### src/design/ltrf_pkg.sv
`default_nettype none

package ltrf_pkg;

  // command codes of an input beat
  localparam logic [1:0] CMD_TX_DONE = 2'd0;
  localparam logic [1:0] CMD_RX_FRAME = 2'd1;
  localparam logic [1:0] CMD_UPDATE = 2'd2;

  // result kinds
  localparam logic [1:0] KIND_EVENT = 2'd0;
  localparam logic [1:0] KIND_NOT_DUE = 2'd1;
  localparam logic [1:0] KIND_REPORT = 2'd2;

  // configuration register indexes
  localparam logic [1:0] CFG_UPDATE_PERIOD = 2'd0;
  localparam logic [1:0] CFG_DIVISOR_SHORT = 2'd1;
  localparam logic [1:0] CFG_DIVISOR_MID = 2'd2;
  localparam logic [1:0] CFG_DIVISOR_LONG = 2'd3;

  localparam int unsigned CfgIdxW = 2;
  localparam int unsigned CfgDataW = 40;

  localparam logic [39:0] PERIOD_RESET = 40'd1000000000;
  localparam logic [7:0] DIV_SHORT_RESET = 8'd1;
  localparam logic [7:0] DIV_MID_RESET = 8'd10;
  localparam logic [7:0] DIV_LONG_RESET = 8'd60;

  localparam logic [31:0] HDR_BYTES = 32'd14;
  localparam logic [31:0] RATE_SCALE = 32'd1000;

  // rate indexes
  localparam int unsigned NumRates = 5;
  localparam int unsigned RateW = 3;
  localparam logic [2:0] RATE_TX_FRM = 3'd0;
  localparam logic [2:0] RATE_RX_FRM = 3'd1;
  localparam logic [2:0] RATE_TX_BYTE = 3'd2;
  localparam logic [2:0] RATE_RX_BYTE = 3'd3;
  localparam logic [2:0] RATE_LOSS = 3'd4;

  typedef struct packed {
    logic        start;
    logic [31:0] dividend;
    logic [7:0]  divisor;
  } div_req_t;

  typedef struct packed {
    logic        busy;
    logic        done;
    logic [31:0] quotient;
  } div_rsp_t;

endpackage

`default_nettype wire

### src/design/ltrf_if.sv
`default_nettype none

interface ltrf_in_if;
  logic        valid;
  logic        ready;
  logic [1:0]  command;
  logic [13:0] frame_length;
  logic        tx_accepted;
  logic [62:0] now_time;

  modport source (output valid, command, frame_length, tx_accepted, now_time, input ready);
  modport sink (input valid, command, frame_length, tx_accepted, now_time, output ready);
endinterface

interface ltrf_out_if;
  logic               valid;
  logic               ready;
  logic [1:0]         kind;
  logic [1:0]         interval_index;
  logic signed [31:0] tx_frm_ema;
  logic signed [31:0] rx_frm_ema;
  logic signed [31:0] tx_byte_ema;
  logic signed [31:0] rx_byte_ema;
  logic signed [31:0] loss_ema;
  logic [31:0]        tx_error_total;
  logic               last;

  modport source (output valid, kind, interval_index, tx_frm_ema, rx_frm_ema,
                  tx_byte_ema, rx_byte_ema, loss_ema, tx_error_total, last,
                  input ready);
  modport sink (input valid, kind, interval_index, tx_frm_ema, rx_frm_ema,
                tx_byte_ema, rx_byte_ema, loss_ema, tx_error_total, last,
                output ready);
endinterface

`default_nettype wire

### src/design/link_traffic_rate_filter.sv
`default_nettype none
// frame event: the beat goes from S_IDLE to S_EMIT, which registers the result
// update not due: the beat goes through S_IDLE, S_CHK and S_EMIT, which registers the result
// update due: each of the 5*INTERVALS filter steps runs S_RD, S_DIVS, S_DIVW on the shared
//   divider at one quotient bit per cycle; after the loss step of each interval S_REP
//   registers a report, INTERVALS reports per update, the last flagged; a full output holds
//   S_EMIT and S_REP; input ready low while an item runs; async active-low reset clears state, regs to defaults

module link_traffic_rate_filter
  import ltrf_pkg::*;
#(
  parameter int unsigned INTERVALS = 3
) (
  input  wire                 clk_i,
  input  wire                 rst_ni,
  input  wire                 cfg_we_i,
  input  wire [CfgIdxW-1:0]   cfg_idx_i,
  input  wire [CfgDataW-1:0]  cfg_wdata_i,
  ltrf_in_if.sink             in_i,
  ltrf_out_if.source          out_o
);

  localparam int unsigned Depth = NumRates * INTERVALS;
  localparam int unsigned AddrW = $clog2(Depth);
  localparam int unsigned IdxW = (INTERVALS > 1) ? $clog2(INTERVALS) : 1;

  typedef enum logic [6:0] {
    S_IDLE = 7'b0000001,
    S_CHK  = 7'b0000010,
    S_EMIT = 7'b0000100,
    S_RD   = 7'b0001000,
    S_DIVS = 7'b0010000,
    S_DIVW = 7'b0100000,
    S_REP  = 7'b1000000
  } state_e;

  state_e state_q, state_d;

  // configuration
  logic [39:0] period_q;
  logic [7:0]  div_short_q, div_mid_q, div_long_q;

  // counters and snapshots
  logic [31:0] tx_frames_q, rx_frames_q, tx_octets_q, rx_octets_q, tx_fail_q;
  logic [31:0] snap_txf_q, snap_rxf_q, snap_txo_q, snap_rxo_q, prev_loss_q;
  logic [63:0] last_time_q;
  logic [62:0] now_q;
  logic [1:0]  kind_q;

  // sequencer
  logic [RateW-1:0] k_q;
  logic [IdxW-1:0]  i_q;
  logic [31:0]      x_q, x_d, sub;
  logic             scale;
  logic [31:0]      y_q, y_cur, y_new;
  logic [31:0]      rep_q [NumRates];

  // filter store
  logic [31:0]      mem_q [Depth];
  logic [Depth-1:0] vld_q;
  logic [31:0]      rd_q;
  logic             rd_vld_q;
  logic [AddrW-1:0] addr;
  logic             mem_we;

  // output register
  logic        out_vld_q;
  logic [1:0]  o_kind_q, o_idx_q;
  logic [31:0] o_rate_q [NumRates];
  logic [31:0] o_err_q;
  logic        o_last_q;
  logic        slot_free;
  logic        emit_simple, emit_rep;

  logic        in_acc;
  logic        due;
  logic        i_last;
  logic [63:0] elapsed;
  logic [31:0] loss;
  logic [7:0]  dvs_sel;
  div_req_t    div_req;
  div_rsp_t    div_rsp;

  assign in_acc = in_i.valid && in_i.ready;
  assign in_i.ready = (state_q == S_IDLE);
  assign slot_free = !out_vld_q || out_o.ready;

  assign elapsed = {1'b0, now_q} - last_time_q;
  assign due = !(elapsed < {24'd0, period_q});
  assign i_last = (i_q == IdxW'(INTERVALS - 1));
  assign loss = tx_frames_q - rx_frames_q;
  assign addr = AddrW'(k_q) * AddrW'(INTERVALS) + AddrW'(i_q);

  // per-period rate for the current rate index
  always_comb begin
    case (k_q)
      RATE_TX_FRM: begin
        sub = tx_frames_q - snap_txf_q;
        scale = 1'b1;
      end
      RATE_RX_FRM: begin
        sub = rx_frames_q - snap_rxf_q;
        scale = 1'b1;
      end
      RATE_TX_BYTE: begin
        sub = tx_octets_q - snap_txo_q;
        scale = 1'b0;
      end
      RATE_RX_BYTE: begin
        sub = rx_octets_q - snap_rxo_q;
        scale = 1'b0;
      end
      default: begin
        sub = loss - prev_loss_q;
        scale = 1'b1;
      end
    endcase
    x_d = scale ? 32'(sub * RATE_SCALE) : sub;
  end

  always_comb begin
    if (i_q == IdxW'(0)) begin
      dvs_sel = div_short_q;
    end else if (i_q == IdxW'(1)) begin
      dvs_sel = div_mid_q;
    end else begin
      dvs_sel = div_long_q;
    end
    if (dvs_sel == 8'd0) begin
      dvs_sel = 8'd1;
    end
  end

  assign y_cur = rd_vld_q ? rd_q : 32'd0;
  assign div_req.start = (state_q == S_DIVS);
  assign div_req.dividend = x_q - y_cur;
  assign div_req.divisor = dvs_sel;
  assign y_new = y_q + div_rsp.quotient;
  assign mem_we = (state_q == S_DIVW) && div_rsp.done;

  ltrf_div u_div (
    .clk_i  (clk_i),
    .rst_ni (rst_ni),
    .req_i  (div_req),
    .rsp_o  (div_rsp)
  );

  assign emit_simple = (state_q == S_EMIT) && slot_free;
  assign emit_rep = (state_q == S_REP) && slot_free;

  always_comb begin
    state_d = state_q;
    case (state_q)
      S_IDLE: begin
        if (in_acc) begin
          if (in_i.command == CMD_TX_DONE || in_i.command == CMD_RX_FRAME) begin
            state_d = S_EMIT;
          end else if (in_i.command == CMD_UPDATE) begin
            state_d = S_CHK;
          end
        end
      end
      S_CHK:  state_d = due ? S_RD : S_EMIT;
      S_EMIT: if (slot_free) state_d = S_IDLE;
      S_RD:   state_d = S_DIVS;
      S_DIVS: state_d = S_DIVW;
      S_DIVW: begin
        if (div_rsp.done) begin
          state_d = (k_q == RATE_LOSS) ? S_REP : S_RD;
        end
      end
      S_REP: begin
        if (slot_free) begin
          state_d = i_last ? S_IDLE : S_RD;
        end
      end
      default: state_d = S_IDLE;
    endcase
  end

  always_ff @(posedge clk_i or negedge rst_ni) begin
    if (!rst_ni) begin
      state_q <= S_IDLE;
      period_q <= PERIOD_RESET;
      div_short_q <= DIV_SHORT_RESET;
      div_mid_q <= DIV_MID_RESET;
      div_long_q <= DIV_LONG_RESET;
      tx_frames_q <= '0;
      rx_frames_q <= '0;
      tx_octets_q <= '0;
      rx_octets_q <= '0;
      tx_fail_q <= '0;
      snap_txf_q <= '0;
      snap_rxf_q <= '0;
      snap_txo_q <= '0;
      snap_rxo_q <= '0;
      prev_loss_q <= '0;
      last_time_q <= '0;
      kind_q <= KIND_EVENT;
      k_q <= '0;
      i_q <= '0;
      vld_q <= '0;
      rd_vld_q <= 1'b0;
      out_vld_q <= 1'b0;
    end else begin
      state_q <= state_d;
      rd_vld_q <= vld_q[addr];

      if (cfg_we_i) begin
        case (cfg_idx_i)
          CFG_UPDATE_PERIOD: period_q <= cfg_wdata_i;
          CFG_DIVISOR_SHORT: div_short_q <= cfg_wdata_i[7:0];
          CFG_DIVISOR_MID:   div_mid_q <= cfg_wdata_i[7:0];
          CFG_DIVISOR_LONG:  div_long_q <= cfg_wdata_i[7:0];
          default: ;
        endcase
      end

      if (in_acc) begin
        kind_q <= KIND_EVENT;
        k_q <= '0;
        i_q <= '0;
        if (in_i.command == CMD_TX_DONE) begin
          if (in_i.tx_accepted) begin
            tx_frames_q <= tx_frames_q + 32'd1;
            tx_octets_q <= tx_octets_q + HDR_BYTES + 32'(in_i.frame_length);
          end else begin
            tx_fail_q <= tx_fail_q + 32'd1;
          end
        end else if (in_i.command == CMD_RX_FRAME) begin
          rx_frames_q <= rx_frames_q + 32'd1;
          rx_octets_q <= rx_octets_q + 32'(in_i.frame_length);
        end
      end

      if (state_q == S_CHK && !due) begin
        kind_q <= KIND_NOT_DUE;
      end

      if (mem_we) begin
        vld_q[addr] <= 1'b1;
        k_q <= (k_q == RATE_LOSS) ? '0 : k_q + RateW'(1);
      end

      if (emit_rep) begin
        if (i_last) begin
          snap_txf_q <= tx_frames_q;
          snap_rxf_q <= rx_frames_q;
          snap_txo_q <= tx_octets_q;
          snap_rxo_q <= rx_octets_q;
          prev_loss_q <= loss;
          last_time_q <= {1'b0, now_q};
        end else begin
          i_q <= i_q + IdxW'(1);
        end
      end

      if (emit_simple || emit_rep) begin
        out_vld_q <= 1'b1;
      end else if (out_o.ready) begin
        out_vld_q <= 1'b0;
      end
    end
  end

  always_ff @(posedge clk_i) begin
    rd_q <= mem_q[addr];
    if (mem_we) begin
      mem_q[addr] <= y_new;
      rep_q[k_q] <= y_new;
    end
    if (in_acc) begin
      now_q <= in_i.now_time;
    end
    if (state_q == S_RD) begin
      x_q <= x_d;
    end
    if (state_q == S_DIVS) begin
      y_q <= y_cur;
    end
    if (emit_simple) begin
      o_kind_q <= kind_q;
      o_idx_q <= '0;
      for (int r = 0; r < NumRates; r++) begin
        o_rate_q[r] <= '0;
      end
      o_err_q <= tx_fail_q;
      o_last_q <= 1'b1;
    end else if (emit_rep) begin
      o_kind_q <= KIND_REPORT;
      o_idx_q <= 2'(i_q);
      for (int r = 0; r < NumRates; r++) begin
        o_rate_q[r] <= rep_q[r];
      end
      o_err_q <= tx_fail_q;
      o_last_q <= i_last;
    end
  end

  assign out_o.valid = out_vld_q;
  assign out_o.kind = o_kind_q;
  assign out_o.interval_index = o_idx_q;
  assign out_o.tx_frm_ema = $signed(o_rate_q[RATE_TX_FRM]);
  assign out_o.rx_frm_ema = $signed(o_rate_q[RATE_RX_FRM]);
  assign out_o.tx_byte_ema = $signed(o_rate_q[RATE_TX_BYTE]);
  assign out_o.rx_byte_ema = $signed(o_rate_q[RATE_RX_BYTE]);
  assign out_o.loss_ema = $signed(o_rate_q[RATE_LOSS]);
  assign out_o.tx_error_total = o_err_q;
  assign out_o.last = o_last_q;

`ifndef ASSERT_OFF
  a_div_idle_on_start: assert property (@(posedge clk_i) disable iff (!rst_ni)
    div_req.start |-> !div_rsp.busy)
    else $error("divider started while busy");

  a_divw_has_work: assert property (@(posedge clk_i) disable iff (!rst_ni)
    (state_q == S_DIVW) |-> (div_rsp.busy || div_rsp.done))
    else $error("waiting on an idle divider");

  a_counters_hold: assert property (@(posedge clk_i) disable iff (!rst_ni)
    !in_acc |=> ($stable(tx_frames_q) && $stable(rx_frames_q) && $stable(tx_fail_q)))
    else $error("counter moved without an input beat");

  a_commit_time: assert property (@(posedge clk_i) disable iff (!rst_ni)
    (emit_rep && i_last) |=> (last_time_q == {1'b0, $past(now_q)}))
    else $error("update time not taken on the last report");
`endif

endmodule

`default_nettype wire

### src/design/ltrf_div.sv
`default_nettype none

module ltrf_div
  import ltrf_pkg::*;
(
  input  wire      clk_i,
  input  wire      rst_ni,
  input  div_req_t req_i,
  output div_rsp_t rsp_o
);

  logic        busy_q, busy_d;
  logic        done_q, done_d;
  logic [4:0]  cnt_q, cnt_d;
  logic [31:0] acc_q;
  logic [7:0]  rem_q;
  logic [7:0]  dvs_q;
  logic        neg_q;
  logic [8:0]  trial;
  logic        ge;

  // one quotient bit per cycle, restoring
  assign trial = {rem_q, acc_q[31]};
  assign ge = (trial >= {1'b0, dvs_q});

  always_comb begin
    busy_d = busy_q;
    done_d = 1'b0;
    cnt_d = cnt_q;
    if (req_i.start) begin
      busy_d = 1'b1;
      cnt_d = '0;
    end else if (busy_q) begin
      cnt_d = cnt_q + 5'd1;
      if (cnt_q == 5'd31) begin
        busy_d = 1'b0;
        done_d = 1'b1;
      end
    end
  end

  always_ff @(posedge clk_i or negedge rst_ni) begin
    if (!rst_ni) begin
      busy_q <= 1'b0;
      done_q <= 1'b0;
      cnt_q <= '0;
    end else begin
      busy_q <= busy_d;
      done_q <= done_d;
      cnt_q <= cnt_d;
    end
  end

  always_ff @(posedge clk_i) begin
    if (req_i.start) begin
      acc_q <= req_i.dividend[31] ? 32'd0 - req_i.dividend : req_i.dividend;
      neg_q <= req_i.dividend[31];
      dvs_q <= req_i.divisor;
      rem_q <= '0;
    end else if (busy_q) begin
      acc_q <= {acc_q[30:0], ge};
      rem_q <= ge ? 8'(trial - {1'b0, dvs_q}) : trial[7:0];
    end
  end

  // truncation toward zero: divide magnitudes, then restore the sign
  assign rsp_o.busy = busy_q;
  assign rsp_o.done = done_q;
  assign rsp_o.quotient = neg_q ? 32'd0 - acc_q : acc_q;

endmodule

`default_nettype wire
### src/flat_wrapper.sv
// flat-port wrapper written by rule: the top's interface ports become plain ports
module link_traffic_rate_filter_flat import ltrf_pkg::*;
#(
  parameter int unsigned INTERVALS = 3
)
  (clk_i, rst_ni, cfg_we_i, cfg_idx_i, cfg_wdata_i, in_i_valid, in_i_command, in_i_frame_length, in_i_tx_accepted, in_i_now_time, in_i_ready, out_o_valid, out_o_kind, out_o_interval_index, out_o_tx_frm_ema, out_o_rx_frm_ema, out_o_tx_byte_ema, out_o_rx_byte_ema, out_o_loss_ema, out_o_tx_error_total, out_o_last, out_o_ready);
  ltrf_in_if in_i_i ();
  ltrf_out_if out_o_i ();
  input  wire clk_i;
  input  wire rst_ni;
  input  wire cfg_we_i;
  input  wire [CfgIdxW-1:0] cfg_idx_i;
  input  wire [CfgDataW-1:0] cfg_wdata_i;
  input wire logic [$bits(in_i_i.valid)-1:0] in_i_valid;
  input wire logic [$bits(in_i_i.command)-1:0] in_i_command;
  input wire logic [$bits(in_i_i.frame_length)-1:0] in_i_frame_length;
  input wire logic [$bits(in_i_i.tx_accepted)-1:0] in_i_tx_accepted;
  input wire logic [$bits(in_i_i.now_time)-1:0] in_i_now_time;
  output wire logic [$bits(in_i_i.ready)-1:0] in_i_ready;
  output wire logic [$bits(out_o_i.valid)-1:0] out_o_valid;
  output wire logic [$bits(out_o_i.kind)-1:0] out_o_kind;
  output wire logic [$bits(out_o_i.interval_index)-1:0] out_o_interval_index;
  output wire logic [$bits(out_o_i.tx_frm_ema)-1:0] out_o_tx_frm_ema;
  output wire logic [$bits(out_o_i.rx_frm_ema)-1:0] out_o_rx_frm_ema;
  output wire logic [$bits(out_o_i.tx_byte_ema)-1:0] out_o_tx_byte_ema;
  output wire logic [$bits(out_o_i.rx_byte_ema)-1:0] out_o_rx_byte_ema;
  output wire logic [$bits(out_o_i.loss_ema)-1:0] out_o_loss_ema;
  output wire logic [$bits(out_o_i.tx_error_total)-1:0] out_o_tx_error_total;
  output wire logic [$bits(out_o_i.last)-1:0] out_o_last;
  input wire logic [$bits(out_o_i.ready)-1:0] out_o_ready;
  assign in_i_i.valid = in_i_valid;
  assign in_i_i.command = in_i_command;
  assign in_i_i.frame_length = in_i_frame_length;
  assign in_i_i.tx_accepted = in_i_tx_accepted;
  assign in_i_i.now_time = in_i_now_time;
  assign in_i_ready = in_i_i.ready;
  assign out_o_valid = out_o_i.valid;
  assign out_o_kind = out_o_i.kind;
  assign out_o_interval_index = out_o_i.interval_index;
  assign out_o_tx_frm_ema = out_o_i.tx_frm_ema;
  assign out_o_rx_frm_ema = out_o_i.rx_frm_ema;
  assign out_o_tx_byte_ema = out_o_i.tx_byte_ema;
  assign out_o_rx_byte_ema = out_o_i.rx_byte_ema;
  assign out_o_loss_ema = out_o_i.loss_ema;
  assign out_o_tx_error_total = out_o_i.tx_error_total;
  assign out_o_last = out_o_i.last;
  assign out_o_i.ready = out_o_ready;
  link_traffic_rate_filter #(.INTERVALS(INTERVALS)) u_core (.clk_i(clk_i), .rst_ni(rst_ni), .cfg_we_i(cfg_we_i), .cfg_idx_i(cfg_idx_i), .cfg_wdata_i(cfg_wdata_i), .in_i(in_i_i), .out_o(out_o_i));
endmodule
### config.mk
export PLATFORM = sky130hd
export DESIGN_NAME = link_traffic_rate_filter_flat
export DESIGN_NICKNAME = d
export VERILOG_FILES = /design/src/design/ltrf_pkg.sv /design/src/design/ltrf_if.sv /design/src/design/link_traffic_rate_filter.sv /design/src/design/ltrf_div.sv /design/src/flat_wrapper.sv
export SDC_FILE = /design/constraint.sdc
export NUM_CORES = 2
export LEC_CHECK = 0
export ABC_AREA = 1
export BUFFER_PORTS_ARGS = -buffer_cell sky130_fd_sc_hd__buf_2
export CAP_MARGIN = 20
export CORE_AREA = 2 2 341 427
export CTS_BUF_LIST = sky130_fd_sc_hd__clkbuf_4 sky130_fd_sc_hd__clkbuf_8
export CTS_CLUSTER_DIAMETER = 200
export DETAILED_ROUTE_END_ITERATION = 10
export DIE_AREA = 0 0 343 429
export PLACE_DENSITY = 0.83
export SETUP_SLACK_MARGIN = 0.2
export SLEW_MARGIN = 15
export SYNTH_ARGS = -nofsm -noshare
export SYNTH_HDL_FRONTEND = slang
export SYNTH_SLANG_ARGS = --single-unit
export TNS_END_PERCENT = 5
### constraint.sdc
create_clock -name clk_i -period 11.2 [get_ports clk_i]
set_input_delay 2.24 -clock clk_i [delete_from_list [all_inputs] [get_ports clk_i]]
set_output_delay 2.24 -clock clk_i [all_outputs]
set_load 0.01 [all_outputs]
* Yosys cells after proc, flatten, opt, wreduce, memory -nomap -nowiden
Memories as Yosys holds them, arrays and structs flattened. A register that Yosys moved wholly into a read port is not among the register bits.
Cells that the tools add are included.
** Word-level totals
- Input bits :: 127
- Logic and storage cells :: 188
- Bits in writable memories :: 800
- Flip-flop bits (word level) :: 698
- Memories kept :: 3
** Operators by class
- Add/sub/neg operators :: 22
- Bitwise operators :: 8
- Multipliers :: 2
- Multiplexer cells :: 58
- Equality and inequality tests :: 24
- Reductions and logical operators :: 30
- $lt $le $gt $ge :: 4
** Memories
- u_core.mem_q :: words 15, bits a word 32, read ports 1, clocked after memory_dff 1, write ports 1, RTL line link_traffic_rate_filter.sv:59 : logic [31:0] mem_q [Depth];
- u_core.o_rate_q :: words 5, bits a word 32, read ports 5, clocked after memory_dff 0, write ports 5, RTL line link_traffic_rate_filter.sv:69 : logic [31:0] o_rate_q [NumRates];
- u_core.rep_q :: words 5, bits a word 32, read ports 5, clocked after memory_dff 0, write ports 1, RTL line link_traffic_rate_filter.sv:56 : logic [31:0] rep_q [NumRates];
** Operators with widths (number)
- $mux W32 :: 13
- $sub A32 B32 Y32 :: 7
- $pmux W32 S4 :: 1
- $add A32 B1 Y32 const B :: 3
- $add A32 B14 Y32 :: 2
- $lt A64 B40 Y1 :: 1
- $sub A1 B32 Y32 const A :: 2
- $sub A63 B63 Y64 :: 1
- $mux W7 :: 7
- $pmux W7 S7 :: 1
- $add A32 B32 Y32 :: 1
- $add A32 B4 Y32 const B :: 1
- $mul A32 B7 Y29 const B :: 1
- $mux W8 :: 3
- $mux W1 :: 17
- $or A15 B15 Y15 :: 1
- $mux W2 :: 7
- $mux W5 :: 2
- $reduce_and A2 Y1 :: 5
- $reduce_bool A2 Y1 :: 5
- $ge A9 B8 Y1 :: 1
- $mux W3 :: 3
- $reduce_and A3 Y1 :: 3
- $eq A2 B2 Y1 const B :: 4
- 36 further kinds :: 56

* Depth between registers and ports, before layout
- Word-level depth :: 7
- Depth in mapped cells :: 50
- Depth with buffers taken out :: 50

* Cells and area by module
From an unflattened synthesis, not the netlist that was laid out.
** Unflattened totals
- Cells, all modules :: 9141
- Area, all modules :: 84397.2 um^2
** By module, submodules not included
- link_traffic_rate_filter :: sequential area each 41446.0 um^2, cells each 8489, times used 1, area an instance 79754.0 um^2
- ltrf_div :: sequential area each 1566.5 um^2, cells each 652, times used 1, area an instance 4643.2 um^2

* Least setup slack after synthesis
No wires, ideal clock.
- Path type :: input port to flip-flop
- From :: input port out_o_ready
- To :: memory u_core.o_rate_q[0][0], enable pin
- Arrival time :: 10.375 ns
- Stages :: 2
- Path buffers :: 0
- Data required time :: 10.449 ns
- Setup slack :: 0.073 ns
- Library setup time :: 0.751 ns
- Path through :: nor2_1 > nor2_1
** RTL lines
- start: declaration :: RTL line flat_wrapper.sv:30 : input wire logic [$bits(out_o_i.ready)-1:0] out_o_ready;
- end: declaration :: RTL line link_traffic_rate_filter.sv:69

* Worst setup path in the final report
- From :: register u_core.rx_frames_q[2]
- To :: register u_core.x_q[30] (data pin)
** Between the ends
- Longest elaborated chain between the ends :: 5
- Elaborated cells between the ends (all ways) :: 6
** Ends and longest elaborated chain
- start: declaration :: RTL line link_traffic_rate_filter.sv:44 : logic [31:0] tx_frames_q, rx_frames_q, tx_octets_q, rx_octets_q, tx_fail_q;
- start signal: assignment :: RTL line link_traffic_rate_filter.sv:231 : rx_frames_q <= rx_frames_q + 32'd1;
- $sub A32 B32 Y32 (*) :: RTL line link_traffic_rate_filter.sv:91 : assign loss = tx_frames_q - rx_frames_q;
- net u_core.loss[17] :: RTL line link_traffic_rate_filter.sv:79 : logic [31:0] loss;
- $sub A32 B32 Y32 (*) :: RTL line link_traffic_rate_filter.sv:114 : sub = loss - prev_loss_q;
- $pmux W32 S4 (*) :: RTL line link_traffic_rate_filter.sv:96 : case (k_q)
- $mul A32 B7 Y29 :: RTL line link_traffic_rate_filter.sv:118 : x_d = scale ? 32'(sub * RATE_SCALE) : sub;
- $mux W32 (*) :: RTL line link_traffic_rate_filter.sv:118
- net u_core.x_d[30] :: RTL line link_traffic_rate_filter.sv:53 : logic [31:0] x_q, x_d, sub;
- end signal: assignment :: RTL line link_traffic_rate_filter.sv:276 : x_q <= x_d;
- end: declaration :: RTL line link_traffic_rate_filter.sv:53
The timed path passes the listed nets; every way through them passes the cells marked *.
A chain may end at the register's enable or synchronous reset.

==> results.toml <==
[status]
status = "complete, no violations"

[place]
gp_congestion = 1.00
place_inst = 11200
io_buffer_count = 325
dp_hpwl_microns = 176000

[timing]
setup_viol = 0
post-route-min-period_ps = 8880
fmax_mhz = 113
hold_viol_final = 0
finClkSkew_ps = 73.1
worst_slew_pin_slew_ps = 1130
final_max_slew_viol_count = 0
rsz0062_at_grt = "no"
fin_setup_tns_ps = 0
slew_headroom = 0.244
fin_crit_sh = 0.793

[global_routing]
grt_max_degree = 135
grt_usage = 0.330
grt_pass1_wl_microns = 375000
grt_pass1_vias = 67800
antenna_found_initial = 7
overflow = 0

[clock_tree]
cts_sinks = 1526
cts_buffer_depth = 3
post_cts_buffers = 0
insertion_delay_ps = 1020
cts_made_buffers = 223
cts_root_buf = "clkbuf_8"
postCtsHoldBufs = 0
htree_num_levels = 4
cts_tree = "yes"
cts_resized = 0
clkSlewWorstSetupHoldPaths_ps = 70

[critical_path]
r2r_cells = 40
critPathSlowestCell = "fa_1"
critPathLaunchType = "flip-flop"
regToRegEndpoint = "u_core.x_q[30]"
crit_fanout = 6
crit_path_max_incr_delay_ps = 560
crit_top_cell = "inv_1"
critPathBufInv = 8
cp.depth = 40
required_ps = 11900
end_kind = "flip-flop"
cp_data_arrival_time_ps = 9580
r2r-start = "u_core.rx_frames_q[2]"
crit_type = "flip-flop to flip-flop"
crit_family = "adder cells"
rrSetupSlack_ps = 2320

[pwr]
worst_ir_drop_vdd_uv = 493
pwr-share-seq = 0.340
p_switching_mw = 8.65
intPower_mw = 13.1
p_per_area_nw_per_um2 = 233
switching_share = 0.398
p_leak_nw = 42.3
combPwrFrac = 0.431
finalPower_mw = 21.7
clkPwrFrac = 0.229

[floorplan]
rows = 155
die_area_sq_um = 147000
die_y_microns = 429
die-width_microns = 343
initial_core_util = 0.588
core_sq_um = 143000
ios = 326

[synthesis]
synth_top_area_frac = 0.359
netlist_instances = 9119
ys.warnings.count = 0
synth_fp_nets = 9821
synth_top_area_cell = "edfxtp_1"
synth.yosys.seq_area_share = 0.513
ys.flop_type = "edfxtp_1"
syn_area_per_cell_sq_um = 9.20
async_flop_share = 0.315
yosys-top-cells-area = "edfxtp_1 36%, dfrtp_1 14%, nand2_1 8.0%"
synth.distinct_cells = 74
syn_area_sq_um = 83900
synth-edff-count = 1002
ys_ff_latch = 1526

[drt]
first_pass_iters = 6
vias = 66800
vias_per_cell = 5.74
routed_wirelength_microns = 243000
wl_per_cell_microns = 20.8
drcViolationCount = 0
final_antenna_net_count = 0
drt_iter0_drc = 5749

[layout]
utilization = 0.653
stdcell_count = 11700
syn_to_final_growth_pct = 11.1
layout-drive-gt1-share = 0.101
layout.nets = 10300

[flow_run]
drv_cap = 0

[worst_hold_path]
hp-class = "flip-flop to flip-flop"
min_to = "u_core.vld_q[14]"
holdCritStartpoint = "u_core.vld_q[14]"
hold_depth = 2
## sequential cells by signal, summed over array words and instances, names as in the netlist, 40 cells and up
| register | flops |
|---|---|
| u_core.rep_q | 160 |
| u_core.o_rate_q | 160 |
| u_core.mem_q | 480 |
| u_core.now_q | 63 |
| u_core.last_time_q | 63 |
| u_core.period_q | 40 |
## how the worst max path moves through the flow
stage | slack [ps] | endpoint | start
after floorplan | 3340 | u_core.o_rate_q[0][0] | out_o_ready
after global placement | 2400 | u_core.x_q[30] | u_core.rx_frames_q[2]
after detailed placement | 2310 | u_core.x_q[30] | u_core.rx_frames_q[2]
after CTS | 2270 | u_core.x_q[30] | u_core.rx_frames_q[2]
after global routing | 1540 | u_core.x_q[30] | u_core.rx_frames_q[2]
final | 2320 | u_core.x_q[30] | u_core.rx_frames_q[2]
## tightest hold or removal path: stages, from the launching register on
cell	delay, ps
dfrtp_1	320
inv_1	40
o21ai_0	60
## metrics by stage
stage | instance area, sq um | setup WS (ps) | hold slack [ps]
CTS | 93200 | 2270 | 470
detailed placement | 88100 | 2310 | 452
floorplan | 83900 | 3340 | 427
finish | 93200 | 2320 | 467
global placement | 88100 | 2400 | 439
global route | 93200 | 1540 | 489
## power groups by stage
stage | Combinational, mW | Clock [mW] | Sequential (mW)
after floorplan | 6.60 | 0 | 7.46
after detailed placement | 9.18 | 0 | 7.49
after global routing | 10.6 | 5.27 | 7.44
after CTS | 9.26 | 5.02 | 7.39
after global placement | 8.88 | 0 | 7.47
final | 9.35 | 4.97 | 7.39
## area by class of cell
cell class,count,area (sq um)
sequential,1526,43000
multi-input combinational,5968,35100
fill,11300,49500
inverter,1423,5340
clock buffer,349,4250
clock inverter,73,790
timing repair buffer,418,2370
antenna,9,22.5
tap,1884,2360
## synth_stat cells, types with 103 or more instances
master,instances
a22oi_1,192
nand3_1,356
xor2_1,250
inv_1,1415
nand4_1,103
fa_1,105
nand2_1,1799
edfxtp_1,1002
nor2_1,802
ha_1,470
clkbuf_1,187
a21oi_1,653
dfrtp_1,460
o21ai_0,606
## cells by family after synthesis
| group | after synthesis | synth area share |
|---|---|---|
| AOI/OAI and AO/OA | 1729 | 0.118 |
| xor gates and xnor gates | 348 | 0.0363 |
| adders and majority gates | 575 | 0.0951 |
| buffers and inverters | 1625 | 0.0727 |
| DFF | 1526 | 0.513 |
| muxes | 1 | 0.000134 |
| and+or+nand+nor | 3315 | 0.165 |
## cell usage in the layout, fill, tap and decap left out, types with 20 or more instances in the layout
cell / netlist / final
a21o_1: 27 / 27
clkinv_1: 0 / 21
o21a_1: 20 / 20
xnor2_1: 98 / 95
clkbuf_4: 0 / 88
fa_1: 105 / 105
nor2_4: 5 / 28
o21bai_1: 49 / 49
xor2_1: 250 / 241
clkinv_2: 0 / 25
nor4_1: 34 / 32
a2111o_1: 30 / 30
a22oi_1: 192 / 192
a31oi_1: 45 / 45
buf_4: 0 / 91
buf_2: 4 / 324
nor3_1: 95 / 93
nand2_1: 1799 / 1799
ha_1: 470 / 470
nand3_1: 356 / 355
nor2_1: 802 / 777
clkbuf_8: 0 / 261
edfxtp_1: 1002 / 1002
inv_1: 1415 / 1414
nand4_1: 103 / 103
dfrtp_1: 460 / 460
dfxtp_1: 43 / 43
o21ai_0: 606 / 605
or2_2: 47 / 47
a21oi_1: 653 / 653
dfstp_2: 21 / 21
## layer usage
layer,track usage,share of wire,vias up
met5,0,0.000054,-
met4,0.186,0.061,2
met3,0.0505,0.067,747
met2,0.587,0.51,2799
met1,0.378,0.36,31900
li1,-,-,31400
No activity file was read; power rests on OpenSTA's default activity.
